**src/rtl/stip_pkg.sv**
```systemverilog
// Package for the string to integer parser core: parse phase codes, the
// parse state and result structs, and character constants.
// No dependencies.
`default_nettype none

package stip_pkg;

  localparam int unsigned CHAR_W  = 8;
  localparam int unsigned RADIX_W = 6;
  localparam int unsigned DIGIT_W = 6;
  localparam int unsigned MAG_W   = 32;
  localparam int unsigned END_W   = 9;

  localparam logic [MAG_W-1:0] LIMIT_POS = 32'h7FFF_FFFF;
  localparam logic [MAG_W-1:0] SAT_MAG   = 32'h8000_0000;

  localparam logic [RADIX_W-1:0] RADIX_RESET = 6'd10;
  localparam logic [RADIX_W-1:0] RADIX_HEX   = 6'd16;

  localparam logic [CHAR_W-1:0] CH_NUL   = 8'h00;
  localparam logic [CHAR_W-1:0] CH_TAB   = 8'h09;
  localparam logic [CHAR_W-1:0] CH_SPACE = 8'h20;
  localparam logic [CHAR_W-1:0] CH_PLUS  = 8'h2B;
  localparam logic [CHAR_W-1:0] CH_MINUS = 8'h2D;
  localparam logic [CHAR_W-1:0] CH_ZERO  = 8'h30;
  localparam logic [CHAR_W-1:0] CH_NINE  = 8'h39;
  localparam logic [CHAR_W-1:0] CH_UP_A  = 8'h41;
  localparam logic [CHAR_W-1:0] CH_UP_X  = 8'h58;
  localparam logic [CHAR_W-1:0] CH_UP_Z  = 8'h5A;
  localparam logic [CHAR_W-1:0] CH_LO_A  = 8'h61;
  localparam logic [CHAR_W-1:0] CH_LO_X  = 8'h78;
  localparam logic [CHAR_W-1:0] CH_LO_Z  = 8'h7A;

  typedef enum logic [2:0] {
    PH_BLANK  = 3'd0,
    PH_SIGNED = 3'd1,
    PH_ZERO   = 3'd2,
    PH_DIGITS = 3'd3,
    PH_DONE   = 3'd4
  } phase_t;

  typedef struct packed {
    phase_t           phase;
    logic             negative;
    logic [MAG_W-1:0] magnitude;
    logic             any_digit;
  } parse_state_t;

  localparam parse_state_t PARSE_STATE_RESET = '{
    phase:     PH_BLANK,
    negative:  1'b0,
    magnitude: '0,
    any_digit: 1'b0
  };

  typedef struct packed {
    logic [MAG_W-1:0] value;
    logic             range_error;
    logic [END_W-1:0] end_index;
  } parse_result_t;

endpackage

`default_nettype wire

```
**src/rtl/string_to_integer_parser_core.sv**
```systemverilog
// String to integer parser core: strtol-style parsing of one ASCII
// character per beat, with a configurable radix.
// Depends on stip_pkg and stip_step.
//
// Characters arrive on the in_ stream, one per beat, in_tdata[7:0] = char.
// A zero byte ends the string and produces one beat on the out_ stream:
// out_tdata[31:0] is the signed value clamped to +-2147483647,
// out_tdata[40:32] the end index, and out_tuser the range error flag.
// Other characters produce no output beat.
// A character is taken into an input register, and from there the parse
// state is updated by one multiply-add of a 32 by 6 bit product; a zero
// byte in the input register writes its result into the output register.
// Throughput is one character per cycle. When the receiver stalls with a
// result waiting, non-zero characters keep flowing; only the next zero
// byte waits in the input register, and in_tready drops behind it.
// cfg_we with cfg_wdata writes the radix; write it only while idle.
// Synchronous reset clears the parse state, empties both registers and
// sets the radix to 10. No clearing pass is needed after reset.
`default_nettype none

module string_to_integer_parser_core #(
  parameter int unsigned MAX_LEN = 256
) (
  input  wire logic        clk,
  input  wire logic        rst_n,
  input  wire logic        in_tvalid,
  output logic             in_tready,
  input  wire logic [7:0]  in_tdata,   // [7:0] char_in
  output logic             out_tvalid,
  input  wire logic        out_tready,
  output logic [47:0]      out_tdata,  // [31:0] value, [40:32] end_index, rest zero
  output logic             out_tuser,  // [0] range_error
  input  wire logic        cfg_we,
  input  wire logic [5:0]  cfg_wdata   // radix
);
  import stip_pkg::*;

  localparam int unsigned POS_W = $clog2(MAX_LEN + 1);

  logic                 in_valid_r;
  logic [CHAR_W-1:0]    char_r;
  logic [RADIX_W-1:0]   radix_r;
  parse_state_t         state_r;
  parse_state_t         state_nxt;
  logic [POS_W-1:0]     pos_r;
  logic [POS_W-1:0]     pos_nxt;
  logic [POS_W-1:0]     stop_r;
  logic [POS_W-1:0]     stop_nxt;
  parse_result_t        result;
  logic                 out_valid_r;
  parse_result_t        out_r;
  logic                 is_end;
  logic                 fire;

  assign is_end    = (char_r == CH_NUL);
  assign fire      = in_valid_r && (!is_end || !out_valid_r || out_tready);
  assign in_tready = !in_valid_r || fire;

  stip_step #(
    .MAX_LEN (MAX_LEN),
    .POS_W   (POS_W)
  ) u_step (
    .char_in  (char_r),
    .radix    (radix_r),
    .cur      (state_r),
    .pos_cur  (pos_r),
    .stop_cur (stop_r),
    .nxt      (state_nxt),
    .pos_nxt  (pos_nxt),
    .stop_nxt (stop_nxt),
    .result   (result)
  );

  always_ff @(posedge clk) begin
    if (!rst_n) begin
      radix_r <= RADIX_RESET;
    end else if (cfg_we) begin
      radix_r <= cfg_wdata;
    end
  end

  always_ff @(posedge clk) begin
    if (!rst_n) begin
      in_valid_r <= 1'b0;
    end else if (in_tready) begin
      in_valid_r <= in_tvalid;
    end
  end

  always_ff @(posedge clk) begin
    if (in_tready && in_tvalid) begin
      char_r <= in_tdata;
    end
  end

  always_ff @(posedge clk) begin
    if (!rst_n) begin
      state_r <= PARSE_STATE_RESET;
      pos_r   <= '0;
      stop_r  <= '0;
    end else if (fire) begin
      state_r <= state_nxt;
      pos_r   <= pos_nxt;
      stop_r  <= stop_nxt;
    end
  end

  always_ff @(posedge clk) begin
    if (!rst_n) begin
      out_valid_r <= 1'b0;
    end else if (fire && is_end) begin
      out_valid_r <= 1'b1;
    end else if (out_tready) begin
      out_valid_r <= 1'b0;
    end
  end

  always_ff @(posedge clk) begin
    if (fire && is_end) begin
      out_r <= result;
    end
  end

  assign out_tvalid = out_valid_r;
  assign out_tdata  = {7'b0, out_r.end_index, out_r.value};
  assign out_tuser  = out_r.range_error;

  a_end_clears_state: assert property (@(posedge clk) disable iff (!rst_n)
    fire && is_end |=> state_r == PARSE_STATE_RESET && pos_r == '0)
    else $error("parse state not cleared after a zero byte");

  a_mag_saturates: assert property (@(posedge clk) disable iff (!rst_n)
    state_r.magnitude <= SAT_MAG)
    else $error("magnitude above saturation limit");

  a_clamp_value: assert property (@(posedge clk) disable iff (!rst_n)
    out_tvalid && out_tuser |-> out_tdata[31:0] == LIMIT_POS ||
    out_tdata[31:0] == (MAG_W'(0) - LIMIT_POS))
    else $error("range error without a clamped value");

  a_stall_holds_char: assert property (@(posedge clk) disable iff (!rst_n)
    in_valid_r && !fire |=> in_valid_r && $stable(char_r))
    else $error("stalled character lost from the input register");

  a_result_not_overwritten: assert property (@(posedge clk) disable iff (!rst_n)
    out_valid_r && !out_tready |=> out_valid_r && $stable(out_r))
    else $error("waiting result overwritten");

endmodule

`default_nettype wire

```
**src/rtl/stip_step.sv**
```systemverilog
// Next-state logic of the parser: digit decode, one multiply-add by the
// radix with saturation, phase transitions and the result on a zero byte.
// Depends on stip_pkg.
`default_nettype none

module stip_step #(
  parameter int unsigned MAX_LEN = 256,
  parameter int unsigned POS_W   = 9
) (
  input  wire logic [stip_pkg::CHAR_W-1:0]  char_in,
  input  wire logic [stip_pkg::RADIX_W-1:0] radix,
  input  wire stip_pkg::parse_state_t       cur,
  input  wire logic [POS_W-1:0]             pos_cur,
  input  wire logic [POS_W-1:0]             stop_cur,
  output stip_pkg::parse_state_t            nxt,
  output logic [POS_W-1:0]                  pos_nxt,
  output logic [POS_W-1:0]                  stop_nxt,
  output stip_pkg::parse_result_t           result
);
  import stip_pkg::*;

  localparam int unsigned PROD_W = MAG_W + RADIX_W;
  localparam int unsigned EXT_W  = POS_W + END_W;
  localparam logic [POS_W-1:0] POS_MAX = POS_W'(MAX_LEN);

  logic [DIGIT_W-1:0] digit;
  logic               is_digit;
  logic               digit_ok;
  logic               is_blank;
  logic               is_x;
  logic               hex_zero;
  logic               do_take;
  logic               base_zero;
  logic               any_before;
  logic [MAG_W-1:0]   mul_base;
  logic [PROD_W-1:0]  prod;
  logic [MAG_W-1:0]   acc;
  logic [POS_W-1:0]   end_pos;
  logic [EXT_W-1:0]   end_ext;

  always_comb begin
    is_digit = 1'b1;
    digit    = '0;
    if (char_in >= CH_ZERO && char_in <= CH_NINE) begin
      digit = DIGIT_W'(char_in - CH_ZERO);
    end else if (char_in >= CH_LO_A && char_in <= CH_LO_Z) begin
      digit = DIGIT_W'(char_in - CH_LO_A + 8'd10);
    end else if (char_in >= CH_UP_A && char_in <= CH_UP_Z) begin
      digit = DIGIT_W'(char_in - CH_UP_A + 8'd10);
    end else begin
      is_digit = 1'b0;
    end
  end

  assign digit_ok = is_digit && (digit < radix);
  assign is_blank = (char_in == CH_SPACE) || (char_in == CH_TAB);
  assign is_x     = (char_in == CH_LO_X) || (char_in == CH_UP_X);
  assign hex_zero = (radix == RADIX_HEX) && (char_in == CH_ZERO);

  // The pending zero of a hex prefix is worth 0, so its digit restarts from 0.
  assign base_zero = (cur.phase == PH_ZERO);
  assign mul_base  = base_zero ? '0 : cur.magnitude;
  assign prod      = PROD_W'(mul_base) * PROD_W'(radix) + PROD_W'(digit);
  assign acc       = (prod > PROD_W'(SAT_MAG)) ? SAT_MAG : prod[MAG_W-1:0];

  always_comb begin
    do_take    = 1'b0;
    any_before = cur.any_digit;
    nxt        = cur;
    stop_nxt   = stop_cur;
    pos_nxt    = (pos_cur < POS_MAX) ? pos_cur + POS_W'(1) : POS_MAX;

    case (cur.phase)
      PH_BLANK: begin
        if (is_blank) begin
          nxt.phase = PH_BLANK;
        end else if (char_in == CH_PLUS) begin
          nxt.phase = PH_SIGNED;
        end else if (char_in == CH_MINUS) begin
          nxt.negative = 1'b1;
          nxt.phase    = PH_SIGNED;
        end else if (hex_zero) begin
          nxt.phase = PH_ZERO;
        end else begin
          nxt.phase = PH_DIGITS;
          do_take   = 1'b1;
        end
      end
      PH_SIGNED: begin
        if (hex_zero) begin
          nxt.phase = PH_ZERO;
        end else begin
          nxt.phase = PH_DIGITS;
          do_take   = 1'b1;
        end
      end
      PH_ZERO: begin
        nxt.phase = PH_DIGITS;
        if (!is_x) begin
          nxt.any_digit = 1'b1;
          any_before    = 1'b1;
          do_take       = 1'b1;
        end
      end
      PH_DIGITS: begin
        do_take = 1'b1;
      end
      default: begin
        nxt.phase = cur.phase;
      end
    endcase

    if (do_take) begin
      if (digit_ok) begin
        nxt.magnitude = acc;
        nxt.any_digit = 1'b1;
      end else begin
        stop_nxt  = any_before ? pos_cur : '0;
        nxt.phase = PH_DONE;
      end
    end

    if (char_in == CH_NUL) begin
      nxt      = PARSE_STATE_RESET;
      pos_nxt  = '0;
      stop_nxt = '0;
    end
  end

  always_comb begin
    if (cur.phase == PH_DIGITS || cur.phase == PH_BLANK || cur.phase == PH_SIGNED) begin
      end_pos = cur.any_digit ? pos_cur : '0;
    end else if (cur.phase == PH_ZERO) begin
      end_pos = pos_cur;
    end else begin
      end_pos = stop_cur;
    end
    end_ext = EXT_W'(end_pos);
    result.end_index = end_ext[END_W-1:0];
    if (cur.magnitude > LIMIT_POS) begin
      result.range_error = 1'b1;
      result.value       = cur.negative ? (MAG_W'(0) - LIMIT_POS) : LIMIT_POS;
    end else begin
      result.range_error = 1'b0;
      result.value       = cur.negative ? (MAG_W'(0) - cur.magnitude) : cur.magnitude;
    end
  end

endmodule

`default_nettype wire
```
**config.mk**
```make
export PLATFORM = sky130hd
export DESIGN_NAME = string_to_integer_parser_core
export DESIGN_NICKNAME = d
export VERILOG_FILES = /design/src/rtl/stip_pkg.sv /design/src/rtl/string_to_integer_parser_core.sv /design/src/rtl/stip_step.sv
export SDC_FILE = /design/constraint.sdc
export NUM_CORES = 1
export LEC_CHECK = 0
export ABC_AREA = 1
export BUFFER_PORTS_ARGS = -buffer_cell sky130_fd_sc_hd__buf_2
export CORE_MARGIN = 2
export CORE_UTILIZATION = 45
export CTS_BUF_LIST = sky130_fd_sc_hd__clkbuf_2 sky130_fd_sc_hd__clkbuf_4 sky130_fd_sc_hd__clkbuf_8
export DETAILED_ROUTE_END_ITERATION = 6
export GPL_ROUTABILITY_DRIVEN = 0
export SYNTH_ARGS = -nofsm -noshare
export SYNTH_HDL_FRONTEND = slang
export SYNTH_HIERARCHICAL = 1
export SYNTH_SLANG_ARGS = --single-unit
```
**constraint.sdc**
```tcl
create_clock -name clk -period 5.25 [get_ports clk]
set_input_delay 1.05 -clock clk [delete_from_list [all_inputs] [get_ports clk]]
set_output_delay 1.05 -clock clk [all_outputs]
set_load 0.05 [all_outputs]
```
After elaboration in Yosys (flattened, before gate mapping)
Index checks and enable logic that the tools add are counted.
{"block": "totals", "regBits": 113, "input_bits": 19, "out_inout_bits": 51, "word_cells": 118}
{"block": "op_classes", "n_addsub": 8, "mul": 1, "order_cmp": 10, "n_eq_ne": 14, "mux": 44, "n_reduce_logical": 28}
{"cell": "2-to-1 mux 32 bit", "count": 4}
{"cell": "2-to-1 mux 33 bit", "count": 3}
{"cell": "2-to-1 mux 9 bit", "count": 9}
{"cell": "adder 38 x 6 -> 38 bit", "count": 1}
{"cell": "greater-than comparator 38 x 32 -> 1 bit, second input constant", "count": 1}
{"cell": "multiplier 32 x 6 -> 38 bit", "count": 1}
{"cell": "2-to-1 mux 37 bit", "count": 1}
{"cell": "== test 8 x 6 -> 1 bit, second input constant", "count": 4}
{"cell": "greater-than comparator 32 x 31 -> 1 bit, second input constant", "count": 1}
{"cell": "subtractor 1 x 32 -> 32 bit, first input constant", "count": 1}
{"cell": "2-to-1 mux 6 bit", "count": 3}
{"cell": "2-to-1 mux 1 bit", "count": 17}
{"cell": "== test 8 x 7 -> 1 bit, second input constant", "count": 2}
{"cell": "greater-or-equal comparator 8 x 7 -> 1 bit, second input constant", "count": 2}
{"cell": "<= comparator 8 x 7 -> 1 bit, second input constant", "count": 2}
{"cell": "adder 6 x 4 -> 6 bit, second input constant", "count": 2}
{"cell": "2-to-1 mux 3 bit", "count": 4}
{"cell": "subtractor 6 bit, second input constant", "count": 2}
{"cell": "nonzero test 2 bit", "count": 5}
{"cell": "adder 9 x 1 -> 9 bit, second input constant", "count": 1}
{"cell": "less-than comparator 9 bit, second input constant", "count": 1}
{"cell": "case mux 3 bit (3 select lines)", "count": 1}
{"cell": "== test 8 x 4 -> 1 bit, second input constant", "count": 1}
{"cell": "greater-or-equal comparator 8 x 6 -> 1 bit, second input constant", "count": 1}
{"cell": "other kinds (16)", "count": 35}

Logic depth before layout (Yosys ltp)
{"block": "depth", "ltp_word": 11, "mapped_depth": 40, "ltp_nobuf": 39}

Modules after synthesis
The synthesis kept the hierarchy.
{"mod": "stip_step", "n_inst": 1, "cells_per_inst": 1651, "area_each_um2": 9884.5, "seq_area_each_um2": 0.0}
{"mod": "string_to_integer_parser_core", "n_inst": 1, "cells_per_inst": 467, "area_each_um2": 4509.3, "seq_area_each_um2": 2762.6}

Least setup slack after synthesis
OpenSTA, ideal clock, no wires.
{"block": "synth_path", "kind": "reg2reg", "start": "register state_r[35] in the netlist's numbering", "end": "register state_r[31] in the netlist's numbering", "setup_ns": 0.064, "arrival_ns": 5.118, "required_ns": 5.186, "setup_slack_ns": 0.068, "path_stages_with_launch": 36, "n_path_buf": 2, "synth_period_minus_slack_ns": 5.182, "cell_sequence": "dfxtp_1 -> inv_1 -> nor3_1 -> clkbuf_1 -> nor2_1 -> nand2_1 -> fa_1 -> fa_1 -> inv_1 -> fa_1 -> inv_1 -> fa_1 -> inv_1 -> ha_1 -> nand2_1 -> nand2_1 -> a21oi_1 -> nand2_1 -> nand2_1 -> nand2_1 -> nand2_1 -> nand2_1 -> nand2_1 -> nand2_1 -> nor2_1 -> nand2_1 -> nor2_1 -> nand2_1 -> nand2_2 -> buf_6 -> nand3_1 -> nand2_1 -> inv_1 -> nand3_1 -> nand2_1 -> nor2_1"}
{"item": "start, declared", "line": "string_to_integer_parser_core.sv:43", "text": "parse_state_t state_r;"}
{"item": "start signal, assigned", "line": "string_to_integer_parser_core.sv:102", "text": "state_r <= state_nxt;"}

==> results.md <==
* # diodes at 0
* # DRC at 0
* Count of fill cells added during filler insertion at approximately 3000
* Drt first-iter violations at between 1000 and 1500
* Worst hold-check slack at 488 ps
* Number of cells traversed by the worst hold path at 2
* Setup ws final at -281 ps
* Failing checks: setup timing
* Max-capacitance violation count at 0
* Type of the worst setup path: register to register
* Biggest area consumer among synthesized cells: sky130_fd_sc_hd__fa_1
* Path category of the worst min-delay check: register to register
* Core outline area at between 30000 and 40000 um^2
* Placed wire-length estimate after detailed placement at 33.8 mm
* Critical path's slowest cell: sky130_fd_sc_hd__fa_1
* Static Leakage at a little over 0.009 uW
* Maximum achievable frequency at roughly 0.18 GHz
* Reg-to-Reg End: state_r[25]
* Yosys warning total at 6
* Overall overflow remaining after global route at 0
* Area of the die at between 30000 and 40000 um^2
* Top post-synthesis cells by area: sky130_fd_sc_hd__fa_1 (17%), sky130_fd_sc_hd__nand2_1 (13%), sky130_fd_sc_hd__nor2_1 (11%), sky130_fd_sc_hd__edfxtp_1 (10%), sky130_fd_sc_hd__dfxtp_1 (8.8%)
* CP peak stage delay at ~580 ps
* Minimum clock period at between 5000 and 6000 ps
* Number of hold buffers added after cts at 0
* End of the worst hold path: stop_r[1]
* Count of distinct cell types in the synthesized netlist at 47
* Number of cell rows at 65
* Count of H-tree levels built during CTS at 4
* Number of endpoints failing setup at the final stage at 32
* Source of the worst hold timing path: stop_r[1]
* Worst EP required at approximately 5700 ps
* GR Util met2 at between 40% and 50%
* Synthesis-to-finish area growth at 30.0%
* Post-DRT Antenna Nets at 0
* RR Startpoint: state_r[34]
* Yosys reg bits at around 110
* Area of the mapped netlist at around 14000 um^2
* Number of endpoints with negative hold slack in the final report at 0
* Vert. Die Dim at around 180 um
* Async S/R FF share, synth at 0%
* Result of the run: finished with violations
* Rel. slew slack at a little over two fifths
* Number of buffers inserted by port buffering at 62
* Average footprint of a synthesized cell at 6.80 um^2
* Met1 track demand over resource in global routing at 34.4%
* Cts bufs inserted at 17
* Type of destination of the critical path: register
* Number of synthesized flops with an enable pin at 50
* Number of optimization iterations in the first detailed-route pass at 5
* Worst Path Arrival at slightly below 6000 ps
* Cell types with the highest counts after synthesis: sky130_fd_sc_hd__nand2_1 (500), sky130_fd_sc_hd__nor2_1 (404), sky130_fd_sc_hd__inv_1 (313)
* Instance count of the mapped netlist at approximately 2100
* Clock tree root driver cell: sky130_fd_sc_hd__clkbuf_8
* Total via count after detailed routing at between 10000 and 15000
* Most frequently used flop master after synthesis: sky130_fd_sc_hd__dfxtp_1
* Pin count of the biggest net entering global routing at 67
* Final-report max-slew violation count at 0
* Depth of the worst register-to-register path at 33
* Highest-utilization routing layer at the global route stage: met2
* Clock sinks at about 110
* RSZ-0062 raised after global routing: yes
* Top-level I/O count at 70
* Cell seen most often among critical-path stages: sky130_fd_sc_hd__nand2_1
* Global-route wire length before repair at about 72 mm
* Fraction of the core area covered by cells at the end of the flow at 59.3%
* Worst clock skew at approximately 20 ps
* Startpoint kind of the worst setup timing path: register
* Most frequently used cell type in the post-synthesis netlist: sky130_fd_sc_hd__nand2_1
* Drt via density at approximately 5.2
* Worst-skew pair later-pin latency at roughly 460 ps
* Clock transition at the registers of the reported paths at approximately 90 ps
* Number of antenna violations at the first check in global routing at 1
* CTS tree: done
* Largest fanout of any net on the critical path at 8
* Slew of the pin with the lowest slew margin at 848 ps
* Starting utilization of the core area at approximately 46%
* Power Dens Cells at between 200 and 250 nW/um^2
* Number of global-route vias before repair at around 14000
* Global routing usage on met3 at a little under 4%
* Share of the yosys chip area belonging to registers at roughly a fifth
* Tot Pwr at between 4000 and 5000 uW
* Horizontal die dimension at approximately 180 um
* Largest buffer count on any clock path at 2
* Peak supply drop at ~0.18 mV
* Reg2Reg Setup Slack at -280 ps
* Part of the cycle the worst path needs at 105%
* Post-synth top area share at 17.2%
* Share of final-layout standard cells stronger than drive strength 1 at 26.8%
* Drt total wl at around 45 mm
* Final nets at around 2600
* Routed wire per std cell at about 16 um
* Aggregate negative setup slack at -7130 ps
* Aggregate global-route resource usage at about 27%
## power breakdown
part,total (uW),internal [uW],switching (uW)
clock,950,536,413
combinational,2100,929,1170
sequential,1010,966,43.8
## routing by layer
layer,vias to the layer above,share of wire (%)
li1,7123,-
met1,6845,43
met2,454,48
met3,74,6.1
met4,2,3.3
met5,-,0.020
## cells in the final DEF, fill, tap and decap left out, types with 4 or more instances in the layout
cell                          n
sky130_fd_sc_hd__a21oi_1    100
sky130_fd_sc_hd__a21oi_2     18
sky130_fd_sc_hd__a21oi_4      4
sky130_fd_sc_hd__a31oi_1      4
sky130_fd_sc_hd__buf_12       7
sky130_fd_sc_hd__buf_2       62
sky130_fd_sc_hd__buf_4      245
sky130_fd_sc_hd__buf_6        8
sky130_fd_sc_hd__bufinv_16    4
sky130_fd_sc_hd__clkbuf_8    18
sky130_fd_sc_hd__conb_1       7
sky130_fd_sc_hd__dfxtp_1     60
sky130_fd_sc_hd__edfxtp_1    50
sky130_fd_sc_hd__fa_1       122
sky130_fd_sc_hd__ha_1        50
sky130_fd_sc_hd__ha_4        47
sky130_fd_sc_hd__inv_1      301
sky130_fd_sc_hd__inv_2       20
sky130_fd_sc_hd__inv_6        5
sky130_fd_sc_hd__nand2_1    440
sky130_fd_sc_hd__nand2_2     57
sky130_fd_sc_hd__nand2_4     13
sky130_fd_sc_hd__nand3_1    104
sky130_fd_sc_hd__nand3_2     53
sky130_fd_sc_hd__nand3b_1     8
sky130_fd_sc_hd__nand4_1     11
sky130_fd_sc_hd__nor2_1     367
sky130_fd_sc_hd__nor2_2      30
sky130_fd_sc_hd__nor2_4      16
sky130_fd_sc_hd__nor3_1      23
sky130_fd_sc_hd__nor3_2       4
sky130_fd_sc_hd__nor3_4       4
sky130_fd_sc_hd__nor4_1       4
sky130_fd_sc_hd__o21ai_0     30
sky130_fd_sc_hd__o21ai_1     19
sky130_fd_sc_hd__o22ai_1      8
sky130_fd_sc_hd__xnor2_1     16
sky130_fd_sc_hd__xor2_1      21
## state kept, by name, indices dropped and copies added (netlist names)
register / count
char_r: 8
in_valid_r: 1
out_tdata: 41
out_tuser: 1
out_tvalid: 1
pos_r: 9
radix_r: 6
state_r: 37
stop_r: 9
## cells by family (layout without fill, tap and decap cells)
kind of cell / count (synthesis) / after routing / synth area share, %
AND/OR/NAND/NOR: 1143 / 1143 / 34.0
buffers and inverters: 406 / 682 / 11.6
adder cells (fa/ha/maj): 221 / 221 / 25.7
XOR/XNOR: 40 / 40 / 2.43
other: 1 / 7 / 0.0261
flip-flops: 113 / 113 / 19.2
AO/OA/AOI/OAI: 194 / 194 / 7.08
## area by class of cell
class                      instances  area [um^2]  area share, %
clock buffer                      18          248           1.32
timing repair buffer             328         2540           13.6
tap                              402          503           2.69
clock inverter                    14          200           1.07
inverter                         322         1210           6.47
sequential                       113         2770           14.8
multi-input combinational       1605        11200           60.1
## critical path: cells and delay by family, from the launching register on
family	cells	cell delay, ps
adders and majority gates	5	2050
buffers and inverters	6	810
DFF	1	340
and+or+nand+nor	22	2240
## through the flow
stage               setup WS, ps  instance area, um^2  instances
global placement            -494                16700       2742
detailed placement          -524                16700       2742
finish                      -281                18700       2802
floorplan                   67.7                14400       2124
CTS                         -142                18300       2794
global route                -567                18700       2802
## worst max-delay path by stage
stage                 from     endpoint  cells past startpoint
2_1_floorplan  state_r[35]  state_r[31]                     35
3_3_place_gp   state_r[35]  state_r[32]                     33
3_5_place_dp   state_r[35]  state_r[32]                     35
4_1_cts        state_r[35]   state_r[5]                     35
5_1_grt        state_r[34]  state_r[25]                     36
6_report       state_r[34]  state_r[25]                     33
## timing repair
action / in CTS / in global routing
gates cloned: 3 / 4
gates resized for setup: 191 / 67
hold endpoints to repair: 0 / 0
pin swaps: 81 / 56
endpoints found under the setup margin: 32 / 32
setup buffers: 18 / 4
(Power assumes the default switching activity.)
